**src/rtl/mrsc_pkg.sv**
```systemverilog
// ============================================================================
// mrsc_pkg
// Shared types, sizing constants and helpers of the ring staging controller.
// ============================================================================
`timescale 1ns / 1ps
`default_nettype none

package mrsc_pkg;

    // Ring and flash geometry
    localparam int RING_BYTES      = 40960;
    localparam int PAGE_BYTES      = 8192;
    localparam int PAGES_PER_BLOCK = 128;
    localparam int BLOCK_COUNT     = 1024;
    localparam int CHANNELS        = 4;

    // Fixed field widths
    localparam int NUM_BASES = 4;
    localparam int ADDR_W    = 17;
    localparam int CNT_W     = 16;
    localparam int FILL_W    = 16;
    localparam int CH_W      = 2;
    localparam int OBLK_W    = 10;
    localparam int OPG_W     = 7;

    // Derived state widths
    localparam int OFS_W = $clog2(RING_BYTES);
    localparam int PG_W  = $clog2(PAGES_PER_BLOCK);
    localparam int BLK_W = $clog2(BLOCK_COUNT + 1);
    // Wide enough for twice the largest ring, a full count or a page
    localparam int SUM_W = 18;

    // Operation codes
    localparam logic OP_ENQUEUE = 1'b0;
    localparam logic OP_DRAIN   = 1'b1;

    // Register map
    localparam logic [1:0] REG_BASE0 = 2'd0;

    typedef enum logic [1:0] {
        ST_DONE       = 2'd0,
        ST_RING_FULL  = 2'd1,
        ST_SHORT      = 2'd2,
        ST_FLASH_FULL = 2'd3
    } t_status;

    typedef struct packed {
        logic              operation;
        logic [CH_W-1:0]   channel;
        logic [CNT_W-1:0]  byte_count;
    } t_request;

    typedef struct packed {
        t_status           status;
        logic [ADDR_W-1:0] memory_address;
        logic [CH_W-1:0]   flash_zone;
        logic [OBLK_W-1:0] flash_block;
        logic [OPG_W-1:0]  flash_page;
        logic [FILL_W-1:0] fill_level;
        logic              flash_has_data;
    } t_result;

    typedef logic [NUM_BASES-1:0][ADDR_W-1:0] t_base_arr;

    // Fold a channel number into the configured channel count
    function automatic logic [CH_W-1:0] map_channel(input logic [CH_W-1:0] v);
        logic [CH_W:0] acc;
        acc = {1'b0, v};
        for (int k = 0; k < 3; k++) begin
            if (acc >= (CH_W+1)'(CHANNELS)) begin
                acc = acc - (CH_W+1)'(CHANNELS);
            end
        end
        return acc[CH_W-1:0];
    endfunction

endpackage

`default_nettype wire

```
**src/rtl/mrsc_regs.sv**
```systemverilog
// ============================================================================
// mrsc_regs
// APB register file holding the staging base address of each channel ring.
// ============================================================================
`timescale 1ns / 1ps
`default_nettype none

module mrsc_regs (
    input  wire logic              i_clk,
    input  wire logic              i_rst_n,
    input  wire logic              psel,
    input  wire logic              penable,
    input  wire logic              pwrite,
    input  wire logic [3:0]        paddr,
    input  wire logic [31:0]       pwdata,
    output logic      [31:0]       prdata,
    output logic                   pready,
    output mrsc_pkg::t_base_arr    o_bases
);
    import mrsc_pkg::*;

    t_base_arr  r_bases;
    logic       wr_en;
    logic [1:0] reg_idx;

    assign pready  = 1'b1;
    assign reg_idx = paddr[3:2];
    assign wr_en   = psel && penable && pwrite && pready;

    // Load base registers on a completed write transaction
    always_ff @(posedge i_clk) begin
        if (!i_rst_n) begin
            r_bases[0] <= ADDR_W'(0);
            r_bases[1] <= ADDR_W'(32'h0A000);
            r_bases[2] <= ADDR_W'(32'h14000);
            r_bases[3] <= ADDR_W'(32'h1E000);
        end else if (wr_en) begin
            r_bases[reg_idx - REG_BASE0] <= pwdata[ADDR_W-1:0];
        end
    end

    // Return the addressed base on reads
    assign prdata  = {{(32-ADDR_W){1'b0}}, r_bases[reg_idx - REG_BASE0]};
    assign o_bases = r_bases;

endmodule

`default_nettype wire

```
**src/rtl/mrsc_ring.sv**
```systemverilog
// ============================================================================
// mrsc_ring
// Per-channel ring pointers and flash page counters; one request per cycle.
// ============================================================================
`timescale 1ns / 1ps
`default_nettype none

module mrsc_ring (
    input  wire logic                i_clk,
    input  wire logic                i_rst_n,
    input  wire logic                i_vld,
    input  wire mrsc_pkg::t_request  i_req,
    input  wire mrsc_pkg::t_base_arr i_bases,
    output logic                     o_done,
    output mrsc_pkg::t_result        o_result
);
    import mrsc_pkg::*;

    logic [NUM_BASES-1:0][OFS_W-1:0] r_wo;
    logic [NUM_BASES-1:0][OFS_W-1:0] r_ro;
    logic [NUM_BASES-1:0][PG_W-1:0]  r_pg;
    logic [NUM_BASES-1:0][BLK_W-1:0] r_blk;
    logic [NUM_BASES-1:0]            r_wr;
    logic                            r_done;
    t_result                         r_result;

    logic [CH_W-1:0]  ch;
    logic [OFS_W-1:0] wo, ro, fill;
    logic [SUM_W-1:0] fill_sum, enq_sum, wo_sum, ro_sum;
    logic [OFS_W-1:0] n_wo, n_ro;
    logic [PG_W:0]    pg_inc;
    logic [PG_W-1:0]  n_pg;
    logic [BLK_W-1:0] n_blk;
    logic             do_enq, do_drain;
    t_result          n_result;

    // Select the channel and its current pointers
    assign ch = map_channel(i_req.channel);
    assign wo = r_wo[ch];
    assign ro = r_ro[ch];

    // Fill level: (wo - ro) mod ring by a single corrective subtract
    assign fill_sum = SUM_W'(wo) + SUM_W'(RING_BYTES) - SUM_W'(ro);
    assign fill     = (fill_sum >= SUM_W'(RING_BYTES))
                      ? OFS_W'(fill_sum - SUM_W'(RING_BYTES)) : OFS_W'(fill_sum);

    // Advanced pointers, wrapped at the ring size
    assign enq_sum = SUM_W'(fill) + SUM_W'(i_req.byte_count);
    assign wo_sum  = SUM_W'(wo) + SUM_W'(i_req.byte_count);
    assign n_wo    = (wo_sum >= SUM_W'(RING_BYTES))
                     ? OFS_W'(wo_sum - SUM_W'(RING_BYTES)) : OFS_W'(wo_sum);
    assign ro_sum  = SUM_W'(ro) + SUM_W'(PAGE_BYTES);
    assign n_ro    = (ro_sum >= SUM_W'(RING_BYTES))
                     ? OFS_W'(ro_sum - SUM_W'(RING_BYTES)) : OFS_W'(ro_sum);

    // Step the page, carry into the block
    assign pg_inc = (PG_W+1)'(r_pg[ch]) + (PG_W+1)'(1);
    assign n_pg   = (pg_inc >= (PG_W+1)'(PAGES_PER_BLOCK)) ? PG_W'(0) : pg_inc[PG_W-1:0];
    assign n_blk  = (pg_inc >= (PG_W+1)'(PAGES_PER_BLOCK))
                    ? r_blk[ch] + BLK_W'(1) : r_blk[ch];

    // Decide the outcome and build the result
    always_comb begin
        n_result                = '0;
        n_result.status         = ST_DONE;
        n_result.fill_level     = FILL_W'(fill);
        n_result.flash_has_data = r_wr[ch];
        do_enq                  = 1'b0;
        do_drain                = 1'b0;
        if (i_req.operation == OP_ENQUEUE) begin
            if (enq_sum >= SUM_W'(RING_BYTES)) begin
                n_result.status = ST_RING_FULL;
            end else begin
                do_enq                  = 1'b1;
                n_result.memory_address = i_bases[ch] + ADDR_W'(wo);
                n_result.fill_level     = FILL_W'(enq_sum);
            end
        end else begin
            if (fill < OFS_W'(PAGE_BYTES) || SUM_W'(PAGE_BYTES) >= SUM_W'(RING_BYTES)) begin
                n_result.status = ST_SHORT;
            end else if (r_blk[ch] >= BLK_W'(BLOCK_COUNT)) begin
                n_result.status = ST_FLASH_FULL;
            end else begin
                do_drain                = 1'b1;
                n_result.memory_address = i_bases[ch] + ADDR_W'(ro);
                n_result.flash_zone     = ch;
                n_result.flash_block    = OBLK_W'(r_blk[ch]);
                n_result.flash_page     = OPG_W'(r_pg[ch]);
                n_result.fill_level     = FILL_W'(fill - OFS_W'(PAGE_BYTES));
                n_result.flash_has_data = 1'b1;
            end
        end
    end

    // Commit pointer and counter updates
    always_ff @(posedge i_clk) begin
        if (!i_rst_n) begin
            r_wo  <= '0;
            r_ro  <= '0;
            r_pg  <= '0;
            r_blk <= '0;
            r_wr  <= '0;
        end else if (i_vld) begin
            if (do_enq) begin
                r_wo[ch] <= n_wo;
            end
            if (do_drain) begin
                r_ro[ch]  <= n_ro;
                r_pg[ch]  <= n_pg;
                r_blk[ch] <= n_blk;
                r_wr[ch]  <= 1'b1;
            end
        end
    end

    // Register the result and its strobe
    always_ff @(posedge i_clk) begin
        if (!i_rst_n) begin
            r_done <= 1'b0;
        end else begin
            r_done <= i_vld;
        end
    end

    always_ff @(posedge i_clk) begin
        if (i_vld) begin
            r_result <= n_result;
        end
    end

    assign o_done   = r_done;
    assign o_result = r_result;

endmodule

`default_nettype wire

```
**src/rtl/multichannel_ring_staging_controller.sv**
```systemverilog
// ============================================================================
// multichannel_ring_staging_controller
// Ring pointer and flash page manager for four staging channels.
// ============================================================================
// Usage:
//   Request channel: drive i_req (operation, channel, byte_count) with
//   i_start high; the transaction is taken at any edge where o_busy is low.
//   o_busy is never asserted, so one request can be issued every cycle.
//   Result channel: o_done pulses for one cycle with o_result valid. The
//   receiver must take it in that cycle; it cannot stall the block.
//   Path: request register, then result register, from the accepting
//   edge to o_done; throughput one request per cycle, set by the single
//   compare-and-subtract pass over the selected channel's pointers.
//   Back-to-back requests to the same channel see the prior update.
//   Configuration: APB registers at byte offsets 0, 4, 8, 12 hold each
//   channel's staging base address; write them only while idle.
//   Reset: pointers, page and block counters and written flags clear,
//   bases return to 0x0, 0xA000, 0x14000 and 0x1E000; no clearing pass.
// ============================================================================
`timescale 1ns / 1ps
`default_nettype none

module multichannel_ring_staging_controller (
    input  wire logic               i_clk,
    input  wire logic               i_rst_n,
    input  wire logic               i_start,
    output logic                    o_busy,
    input  wire mrsc_pkg::t_request i_req,
    output logic                    o_done,
    output mrsc_pkg::t_result       o_result,
    input  wire logic               psel,
    input  wire logic               penable,
    input  wire logic               pwrite,
    input  wire logic [3:0]         paddr,
    input  wire logic [31:0]        pwdata,
    output logic      [31:0]        prdata,
    output logic                    pready
);
    import mrsc_pkg::*;

    t_request  r_req;
    logic      r_req_vld;
    t_base_arr bases;

    assign o_busy = 1'b0;

    // Capture each accepted transaction
    always_ff @(posedge i_clk) begin
        if (!i_rst_n) begin
            r_req_vld <= 1'b0;
        end else begin
            r_req_vld <= i_start && !o_busy;
        end
    end

    always_ff @(posedge i_clk) begin
        if (i_start && !o_busy) begin
            r_req <= i_req;
        end
    end

    mrsc_regs u_regs (
        .i_clk   (i_clk),
        .i_rst_n (i_rst_n),
        .psel    (psel),
        .penable (penable),
        .pwrite  (pwrite),
        .paddr   (paddr),
        .pwdata  (pwdata),
        .prdata  (prdata),
        .pready  (pready),
        .o_bases (bases)
    );

    mrsc_ring u_ring (
        .i_clk    (i_clk),
        .i_rst_n  (i_rst_n),
        .i_vld    (r_req_vld),
        .i_req    (r_req),
        .i_bases  (bases),
        .o_done   (o_done),
        .o_result (o_result)
    );

endmodule

`default_nettype wire

```
**config.mk**
```make
export PLATFORM = sky130hd
export DESIGN_NAME = multichannel_ring_staging_controller
export DESIGN_NICKNAME = d
export VERILOG_FILES = /design/src/rtl/mrsc_pkg.sv /design/src/rtl/mrsc_regs.sv /design/src/rtl/mrsc_ring.sv /design/src/rtl/multichannel_ring_staging_controller.sv
export SDC_FILE = /design/constraint.sdc
export NUM_CORES = 1
export LEC_CHECK = 0
export BUFFER_PORTS_ARGS = -buffer_cell sky130_fd_sc_hd__buf_2
export CORE_UTILIZATION = 55
export DETAILED_ROUTE_END_ITERATION = 10
export PLACE_DENSITY = 0.85
export SYNTH_ARGS = -nofsm -noshare
export SYNTH_HDL_FRONTEND = slang
export SYNTH_SLANG_ARGS = --single-unit
```
**constraint.sdc**
```tcl
create_clock -name i_clk -period 6.9 [get_ports i_clk]
set_input_delay 0.345 -clock i_clk [delete_from_list [all_inputs] [get_ports i_clk]]
set_output_delay 0.345 -clock i_clk [all_outputs]
set_load 0.005 [all_outputs]
```
## Word-level counts from Yosys, hierarchy flattened

Index checks and enable logic that the tools add are counted.

- Output and inout bits: 90
- Bits in registers: 348
- Logic and storage cells: 115
- Bits of input ports: 61

- $lt $le $gt $ge: 11
- Reductions and logical operators: 7
- Bitwise logic cells: 2
- Mux-type cells: 49
- Add/sub/neg operators: 13

Operator list:

| kind | count |
|---|---|
| $bwmux W64 | 2 |
| $mux W16 | 8 |
| $mux W53 | 2 |
| $bmux W17 S2 | 2 |
| $bwmux W68 | 1 |
| $mux W17 | 4 |
| $bmux W16 S2 | 2 |
| $sub A16 B16 Y16 const B | 3 |
| $bwmux W44 | 1 |
| $ge A18 B16 Y1 const B | 2 |
| $add A16 B16 Y17 | 2 |
| $add A17 B16 Y17 | 2 |
| $demux W17 S2 | 1 |
| $ge A17 B16 Y1 const B | 2 |
| $mux W11 | 3 |
| $demux W16 S2 | 1 |
| $bwmux W28 | 1 |
| $bmux W11 S2 | 1 |
| $demux W11 S2 | 1 |
| $mux W7 | 3 |
| $mux W19 | 1 |
| $sub A17 B16 Y18 | 1 |
| $add A16 B14 Y17 const B | 1 |
| $add A16 B16 Y17 const B | 1 |
| other kinds (19) | 34 |

## Logic depth before layout (Yosys ltp)

Gate-level depths: netlist (run 1).

- Depth after elaboration: 11
- Gate-level depth with buffers: 32
- Gate-level depth less buffers: 25

## Cells and area by module

A second synthesis (run 1) with hierarchy kept.

- Cells, all modules: 1802
- Area total of the unflattened synthesis: 18879.4 um^2

By module, submodules not included:

| module | cells an instance | instances | area each (um^2) |
|---|---|---|---|
| mrsc_ring | 1492 | 1 | 15175.8 |
| mrsc_regs | 287 | 1 | 3095.5 |
| multichannel_ring_staging_controller | 23 | 1 | 608.1 |

## Worst setup path before layout (run 1)

No wires, ideal clock.

- Path kind: reg2reg
- From: reg r_req[16] (netlist name)
- To: reg u_ring.r_result (netlist bit u_ring.o_result[10]), data pin
- Setup time: 262 ps
- Arrival: 6977 ps
- Setup slack: -339 ps
- Cell stages (with the launch flop): 24
- Path buffers: 6
- Cells stage by stage: edfxtp_1 buf_2 buf_2 buf_2 buf_1 buf_2 mux4_2 ha_1 fa_1 a211oi_2 o21ai_1 a211oi_4 o21ai_2 o2111a_1 a311o_1 o22ai_1 inv_1 ha_1 and3_1 o32a_1 mux2_4 nor3_1 buf_2 mux2_1

RTL lines:

| element | RTL line | source |
|---|---|---|
| start: declaration | multichannel_ring_staging_controller.sv:41 | `t_request r_req;` |
| start signal: assignment | multichannel_ring_staging_controller.sv:58 | `r_req <= i_req;` |
| end signal: assignment | mrsc_ring.sv:127 | `r_result <= n_result;` |
| end: declaration | mrsc_ring.sv:25 | `t_result r_result;` |

==> results of run 1 <==
-- worst max path at each step --
| stage | start | endpoint | slack (ps) | depth (start not counted) |
|---|---|---|---|---|
| after floorplan | r_req[17] | u_ring.o_result[10] | 0.8 | 23 |
| after global placement | r_req[16] | u_ring.o_result[46] | 400 | 20 |
| after detailed placement | r_req[16] | u_ring.o_result[51] | 310 | 20 |
| after CTS | r_req[16] | u_ring.o_result[52] | 240 | 20 |
| after global routing | r_req[17] | u_ring.o_result[16] | 90 | 25 |
| final | r_req[17] | u_ring.o_result[16] | 440 | 23 |
-- layout make-up --
cell class	instances	area [um^2]	share of cell area, %
diodes	1	2.50	0.0116
clock buffers	57	1160	5.35
clock inverters	15	228	1.05
inverters	56	211	0.979
multi-input cells	1392	10600	49.2
flip-flops and latches	348	7710	35.7
well taps	448	561	2.60
repair buffers	170	1100	5.08
-- logic make-up (layout without fill, tap and decap cells) --
family          after synthesis  after routing  share of synthesized area, %
fa+ha+maj                   107            107                          7.22
other cells                   2             18                        0.0394
simple gates                655            655                          16.3
flops                       348            348                          40.5
mux                         234            234                          17.9
compound gates              308            308                          10.7
xor+xnor                     71             71                          3.30
buf+inv                     171            298                          4.10
-- stage by stage --
step                      utilization, %  instances
after detailed placement            59.2       2395
after global placement              59.2       2395
final                               63.9       2487
after floorplan                        -       1911
after CTS                           63.8       2485
after global routing                63.9       2487
-- routing by layer --
metal,vias up,global-route usage (%),wire length [um]
met1,7091,32.5,19400
li1,7013,-,-
met2,586,42.6,21600
met4,0,9.79,1300
met5,-,0,0
met3,96,4.14,3220
-- flip-flops by register name, indices dropped and copies added (netlist names) --
| signal | flops |
|---|---|
| r_req | 19 |
| r_req_vld | 1 |
| u_ring.r_wo | 64 |
| u_ring.r_blk | 44 |
| u_regs.o_bases | 68 |
| u_ring.r_pg | 28 |
| u_ring.o_done | 1 |
| u_ring.r_wr | 4 |
| u_ring.o_result | 55 |
| u_ring.r_ro | 64 |
-- cell usage in the layout, fill, tap and decap left out, drive strengths merged, types with 8 or more instances in the layout --
master	n
nand2	289
nor4	9
o21ai	45
a211oi	10
clkbuf	57
ha	102
buf	152
dfxtp	274
nor2b	14
o21bai	9
and3	30
or2	11
nor2	113
o21a	18
dlygate4sd3	18
nand3	37
o211ai	8
and2	65
or3	11
conb	17
mux2i	136
clkinv	8
mux2	14
nor3b	8
xnor2	50
mux4	84
o31ai	13
o22ai	13
inv	59
nand2b	8
a21o	19
xor2	21
edfxtp	74
nor3	37
a21oi	118
-- critical path: stages, from the launching register on --
cell and delay [ps]:
edfxtp_1 690, mux4_2 440, inv_1 190, ha_1 270
ha_1 240, fa_1 450, a211oi_2 240, o21ai_1 180
a211oi_4 370, o21ai_2 170, o2111a_1 170, a311o_1 400
o22a_1 280, ha_1 350, inv_1 120, nor3_1 60
nor2_1 100, o31ai_1 80, nor3b_1 380, o31a_1 320
nor2_1 100, buf_4 160, o31a_1 240, a31o_2 210
-- timing repair --
item / 4_1_cts / 5_1_grt
setup buffers: 0 / 1
setup endpoints to repair: 0 / 18
hold endpoints to repair: 18 / 0
hold buffers: 18 / 0
gates resized for setup: 0 / 1
==> flow_summary.json, run 1 <==
{
  "post-place-ws_ps": 309,
  "die_h_um": 188,
  "routedWlPerCell_um": 18.3,
  "globalplace.congestion": 0.871,
  "hold_viol_final": 0,
  "synthDistinctLibCells": 91,
  "synth_flop_cell": "dfxtp_1",
  "crit_path_max_fanout": 7,
  "num_vias": 14786,
  "synth.top_cell.area_share_pct": 28.8,
  "synthTopCellsByArea": "dfxtp_1, edfxtp_1, mux4_2",
  "cp.required_ps": 7190,
  "drtIter0Drc": 1145,
  "hold_ws_ps": 20.7,
  "r2r-end": "u_ring.o_result[16]",
  "min_path_type": "in2reg",
  "core_um2": 33800,
  "wl_um": 45500,
  "root_buffer": "clkbuf_16",
  "clock_skew_ps": 30.4,
  "drive_gt1_share_pct": 16.7,
  "yosys_warnings": 0,
  "synth_most_common_cell": "nand2_1",
  "r2r-start": "r_req[17]",
  "finalSetupViolations": 0,
  "die_area_um2": 35400,
  "h-tree-depth": 2,
  "synth_area_um2": 19100,
  "slew_headroom_pct": 32.4,
  "io_buffer_count": 116,
  "path_clk_slew_ps": 60,
  "start_kind": "flop",
  "max_freq_ghz": 0.155,
  "clkLatencyLatePin_ps": 560,
  "postRouteAntennaNets": 0,
  "post-route-period-util_pct": 93.6,
  "fin_area_um2": 21600,
  "synth_top_area_cell": "dfxtp_1",
  "tightest_slew_ps": 1010,
  "grt_use_total_pct": 25.3,
  "ys_ff_latch": 348,
  "rsz0062_at_grt": "no",
  "hold_end": "r_req[17]",
  "min_path_cells": 1,
  "grt_first_pass_wirelength_um": 72500,
  "antenna_found_initial": 1,
  "period_needed_ps": 6460,
  "slew_viol_final": 0,
  "yosysSeqAreaShare_pct": 40.5,
  "maxCapViolations": 0,
  "first_global_vias": 14634,
  "tns_ps": 0,
  "hpwlAfterDp_um": 31100,
  "r2r_cells": 23,
  "hold_path.startpoint": "i_req[17]",
  "crit_arrival_ps": 6750,
  "r2r_slack_ps": 440,
  "cts_tree": "yes",
  "synth_edf_count": 74,
  "cp-end-kind": "flop",
  "io_pins": 151,
  "numCtsBuffers": 39,
  "via_per_inst": 5.95,
  "firstDrtPassIters": 5,
  "row_count": 67,
  "fillers": 2580,
  "synthArstFlopShare_pct": 0,
  "overflow": 0,
  "synthCells": 1896,
  "die_x_um": 188,
  "initial_core_util_pct": 56.4,
  "status": "finished clean",
  "final_nets": 2175,
  "path_class": "reg2reg",
  "place_area_um2": 20000,
  "drc_errors": 0,
  "fin_ws_ps": 442,
  "netlist_top_cells_count": "nand2_1, dfxtp_1, mux2i_1",
  "grt_max_degree": 117,
  "cts.sink_count": 348,
  "syn_area_per_cell_um2": 10.0,
  "clock_path_buffers": 3,
  "area_growth_pct": 13.3
}
Power of run 1 is not shown: default switching activity piles up to over one toggle a cycle in this logic, so the estimate is an artifact.
==> inputs of run 2 (changes only) <==
ABC_AREA = 1   (was default)
==> flow_summary.json, run 2 <==
{
  "hold_ws_ps": 52.8,
  "cts_tree": "yes",
  "num_vias": 17286,
  "layout_common_cells": "nand2_1, nor2_1, dfxtp_1",
  "postRouteAntennaNets": 0,
  "core_um2": 33600,
  "synth_top_area_cell": "dfxtp_1",
  "drive_gt1_share_pct": 9.46,
  "start_kind": "flop",
  "path_clk_slew_ps": 60,
  "clock_path_buffers": 3,
  "maxCapViolations": 0,
  "p_int_mw": 4.84,
  "die_area_um2": 35000,
  "synth_most_common_cell": "nand2_1",
  "grt_max_degree": 113,
  "yosys_warnings": 0,
  "grtUsageMet2_pct": 48.7,
  "combinationalPowerShare_pct": 41.2,
  "hold_viol_final": 0,
  "final_nets": 2748,
  "max_freq_ghz": 0.156,
  "status": "finished clean",
  "cp-startpoint": "r_req[16]",
  "final_common_cell": "nand2_1",
  "clkLatencyLatePin_ps": 550,
  "io_buffer_count": 116,
  "critPathMostFrequentCell": "nand2_1",
  "cp-end-kind": "flop",
  "overflow": 0,
  "globalplace.congestion": 0.967,
  "finalSetupViolations": 0,
  "pwr_density_cell_nw_per_um2": 381,
  "seqCellArea_um2": 7710,
  "h-tree-depth": 2,
  "endpoint": "u_ring.o_result[50]",
  "grt_use_total_pct": 29.4,
  "antenna_found_initial": 0,
  "fillers": 2838,
  "synth_area_um2": 18800,
  "min_path_type": "in2reg",
  "met3_usage_pct": 4.93,
  "drc_errors": 0,
  "num_antenna_cells": 0,
  "ys_ff_latch": 348,
  "rsz0062_at_grt": "no",
  "post-route-period-util_pct": 93.2,
  "r2r-end": "u_ring.o_result[50]",
  "cpPeakStageDelay_ps": 580,
  "path_class": "reg2reg",
  "io_pins": 151,
  "clkPwrFrac_pct": 25.8,
  "cts.sink_count": 348,
  "row_count": 67,
  "post-place-ws_ps": 473,
  "crit_arrival_ps": 6660,
  "pwr-share-seq_pct": 33.0,
  "cp.required_ps": 7130,
  "peakVddDrop_uv": 493,
  "die_h_um": 187,
  "area_growth_pct": 12.8,
  "multiInputGateArea_um2": 9600,
  "grtUsageMet1_pct": 38.2,
  "synthCells": 2473,
  "tns_ps": 0,
  "initial_core_util_pct": 56.0,
  "syn_area_per_cell_um2": 7.61,
  "r2r_slack_ps": 470,
  "synthTopCellsByArea": "dfxtp_1, edfxtp_1, nand2_1",
  "p_sw_share_pct": 40.2,
  "drtIter0Drc": 1688,
  "synth_edf_count": 74,
  "slew_headroom_pct": 36.7,
  "switching_power_mw": 3.25,
  "netlist_top_cells_count": "nand2_1, nor2_1, dfxtp_1",
  "fin_ws_ps": 471,
  "numCtsBuffers": 38,
  "gr-max-usage-layer": "met2",
  "via_per_inst": 5.65,
  "first_global_vias": 16282,
  "critPathSlowestCell": "edfxtp_1",
  "synthDistinctLibCells": 53,
  "clock_skew_ps": 21.6,
  "routedWlPerCell_um": 17.2,
  "slew_viol_final": 0,
  "hpwlAfterDp_um": 36500,
  "firstDrtPassIters": 8,
  "p_leak_nw": 9.86,
  "die_x_um": 187,
  "tightest_slew_ps": 950,
  "cts_setup_buffers": 0,
  "synth.top_cell.area_share_pct": 29.2,
  "r2r_cells": 35,
  "largest_register_ffs": 68,
  "synthArstFlopShare_pct": 0,
  "period_needed_ps": 6430,
  "r2r-start": "r_req[16]",
  "wl_um": 52500,
  "crit_path_max_fanout": 19,
  "root_buffer": "clkbuf_16",
  "grt_first_pass_wirelength_um": 83100,
  "yosysSeqAreaShare_pct": 41.0,
  "min_path_cells": 3,
  "synth_flop_cell": "dfxtp_1"
}
==> run 2: cell count changes after synthesis, sizes merged, moves of 79 or more <==
cell / previous run / this run
o21ai: 45 / 159
mux4: 84 / 0
nand2: 289 / 555
mux2i: 136 / 0
inv: 56 / 244
a22oi: 2 / 81
nor2: 113 / 342
==> run 2: area by class of cell <==
class	count	share of cell area, %
inverters	247	4.38
repair buffers	178	5.32
well taps	448	2.64
flip-flops and latches	348	36.3
clock inverters	13	0.613
clock buffers	57	5.49
multi-input cells	1767	45.2
==> run 2: worst max-delay path, delay by kind of cell, from the launching register on <==
kind | cells | cell delay [ps]
and+or+nand+nor | 22 | 2140
AOI/OAI and AO/OA | 2 | 450
DFF | 1 | 580
adders and majority gates | 4 | 1230
buffers and inverters | 7 | 1680
==> run 2: power groups by stage <==
stage | Combinational (mW) | Sequential, mW | Clock (mW)
floorplan | 2.33 | 2.69 | 0
global placement | 3.15 | 2.69 | 0
detailed placement | 3.23 | 2.70 | 0
CTS | 3.26 | 2.67 | 2.10
global route | 3.69 | 2.70 | 2.18
finish | 3.33 | 2.67 | 2.09
==> run 2: stage by stage <==
step / util (%) / std cells / power, mW / area [um^2]
2_1_floorplan: - / 2488 / 5.02 / 18900
3_3_place_gp: 58.7 / 2969 / 5.84 / 19700
3_5_place_dp: 58.7 / 2969 / 5.94 / 19700
4_1_cts: 63.1 / 3058 / 8.03 / 21200
5_1_grt: 63.1 / 3058 / 8.57 / 21200
6_report: 63.1 / 3058 / 8.09 / 21200
==> run 2: worst min path at each step <==
stage	from	end
after detailed placement	u_ring.r_ro[41]	u_ring.r_ro[41]
after CTS	pwdata[15]	u_regs.o_bases[32]
after global routing	pwdata[15]	u_regs.o_bases[32]
after global placement	u_ring.r_ro[49]	u_ring.r_ro[49]
final	pwdata[15]	u_regs.o_bases[32]
after floorplan	u_ring.r_ro[21]	u_ring.r_ro[21]
==> run 2: per-layer routing <==
layer,vias to the layer above,routed length (um)
met5,-,0
met4,0,1780
met3,121,4120
met2,744,24300
met1,7995,22300
li1,8426,-
==> run 2: logic make-up (layout without fill, tap and decap cells) <==
logic type | Yosys count | count (layout) | share of synthesized area (%)
AO/OA/AOI/OAI | 543 | 543 | 17.7
adder cells (fa/ha/maj) | 107 | 107 | 7.31
XOR/XNOR | 76 | 76 | 3.54
flip-flops | 348 | 348 | 41.0
other | 2 | 17 | 0.0399
buffers and inverters | 373 | 495 | 8.43
AND/OR/NAND/NOR | 1024 | 1024 | 22.1
==> run 2: what timing repair did <==
action,in CTS,in global routing
resized for setup,0,4
hold endpoints to repair,19,0
hold buffers,19,0
setup endpoints to repair,0,78
Power figures use the tool's default switching activity.
==> inputs of run 3 (changes only) <==
PLACE_DENSITY = 0.77   (was 0.85)
==> flow_summary.json, run 3 (same netlist as run 2, synthesis figures left out) <==
{
  "row_count": 67,
  "period_needed_ps": 6370,
  "initial_core_util_pct": 56.0,
  "endpoint": "u_ring.r_wo[19]",
  "crit_arrival_ps": 6840,
  "p_leak_nw": 9.74,
  "drive_gt1_share_pct": 9.07,
  "tightest_slew_ps": 1120,
  "post-route-period-util_pct": 92.3,
  "num_antenna_cells": 0,
  "cp.required_ps": 7370,
  "grt_use_total_pct": 29.1,
  "wl_um": 51700,
  "cts_tree": "yes",
  "post-place-ws_ps": 509,
  "firstDrtPassIters": 5,
  "finalSetupViolations": 0,
  "clock_path_buffers": 3,
  "status": "finished clean",
  "slew_headroom_pct": 25.1,
  "slew_viol_final": 0,
  "fin_ws_ps": 528,
  "grt_max_degree": 136,
  "rsz0062_at_grt": "no",
  "r2r-end": "u_ring.r_wo[19]",
  "r2r_cells": 33,
  "hold_viol_final": 0,
  "grt_first_pass_wirelength_um": 81800,
  "maxCapViolations": 0,
  "max_freq_ghz": 0.157,
  "die_area_um2": 35000,
  "clock_skew_ps": 27.4,
  "final_nets": 2741,
  "largest_register_ffs": 68,
  "crit_path_max_fanout": 32,
  "numCtsBuffers": 38,
  "die_x_um": 187,
  "pwr_density_cell_nw_per_um2": 382,
  "io_pins": 151,
  "min_path_type": "in2reg",
  "r2r_slack_ps": 530,
  "final_cells": 3049,
  "antenna_found_initial": 0,
  "start_kind": "flop",
  "final_common_cell": "nand2_1",
  "peakVddDrop_uv": 418,
  "cp-end-kind": "flop",
  "cp-startpoint": "r_req[16]",
  "drc_errors": 0,
  "r2r-start": "r_req[16]",
  "num_vias": 17034,
  "cpPeakStageDelay_ps": 570,
  "tns_ps": 0,
  "globalplace.congestion": 0.947,
  "postRouteAntennaNets": 0,
  "die_h_um": 187,
  "io_buffer_count": 116,
  "first_global_vias": 15892,
  "critPathMostFrequentCell": "nand2_1",
  "dp_cells": 2963,
  "critPathSlowestCell": "edfxtp_1",
  "core_um2": 33600,
  "clkLatencyLatePin_ps": 540,
  "path_class": "reg2reg",
  "path_clk_slew_ps": 60,
  "root_buffer": "clkbuf_16",
  "h-tree-depth": 2,
  "cts.sink_count": 348,
  "via_per_inst": 5.59,
  "overflow": 0,
  "area_growth_pct": 11.8,
  "drtIter0Drc": 1401,
  "layout_common_cells": "nand2_1, nor2_1, dfxtp_1",
  "routedWlPerCell_um": 16.9,
  "hpwlAfterDp_um": 35800
}
-- run 3: changes by cell type in the layout (fill, tap and decap cells not counted), moves of 3 or more --
cell | previous run | this run
clkbuf_1 | 7 | 15
clkbuf_8 | 10 | 4
buf_4 | 40 | 36
clkinv_1 | 7 | 4
nor2_1 | 336 | 333
nor2_2 | 1 | 4
-- run 3: area by class of cell --
type                    count  area (um^2)
flip-flops and latches    348         7710
multi-input cells        1767         9600
well taps                 448          561
clock inverters            11          138
fillers                  3000        12600
repair buffers            171         1050
clock buffers              57         1060
inverters                 247          930
-- run 3: per-stage QoR --
step / utilization (%) / power (mW) / hold WS, ps / area, um^2
global route: 62.6 / 8.55 / 9.04 / 21000
global placement: 58.5 / 5.93 / 413 / 19700
floorplan: - / 5.02 / 407 / 18900
finish: 62.6 / 8.05 / 21.9 / 21000
detailed placement: 58.5 / 6.04 / 416 / 19700
CTS: 62.6 / 8.01 / 5.03 / 21000
-- run 3: critical path, delay by kind of cell, from the launching register on --
family	cells	cell delay [ps]
buffers and inverters	5	1050
and+or+nand+nor	19	2420
DFF	1	570
adders and majority gates	4	1330
AOI/OAI and AO/OA	5	900
-- run 3: how the worst min path moves through the flow --
| stage | start | endpoint | slack (ps) | depth (start not counted) |
|---|---|---|---|---|
| 5_1_grt | i_req[17] | r_req[17] | 9 | 1 |
| 4_1_cts | i_req[17] | r_req[17] | 5 | 1 |
| 3_5_place_dp | u_ring.r_ro[41] | u_ring.r_ro[41] | 420 | 2 |
| 2_1_floorplan | u_ring.r_ro[21] | u_ring.r_ro[21] | 410 | 2 |
| 3_3_place_gp | u_ring.r_ro[51] | u_ring.r_ro[51] | 410 | 2 |
| 6_report | i_req[17] | r_req[17] | 20 | 1 |
-- run 3: layer usage --
metal | GRT usage, % | vias up | share of wire (%)
li1 | - | 8392 | -
met1 | 37.3 | 7890 | 43
met2 | 48.9 | 651 | 46
met3 | 4.75 | 101 | 7.7
met4 | 11.4 | 0 | 3.3
met5 | 0 | - | 0
-- run 3: what timing repair did --
action	in CTS	in global routing
endpoints found under the hold margin	18	0
hold buffers	18	0
buffers inserted	0	0
setup endpoints to repair	0	61
resized for setup	0	3
-- run 3: report_power, final --
group | switching, mW | internal, mW | leakage (nW) | total [mW]
Sequential | 0.147 | 2.52 | 2.93 | 2.67
Combinational | 2.29 | 1.12 | 6.24 | 3.41
Clock | 0.821 | 1.15 | 0.576 | 1.97
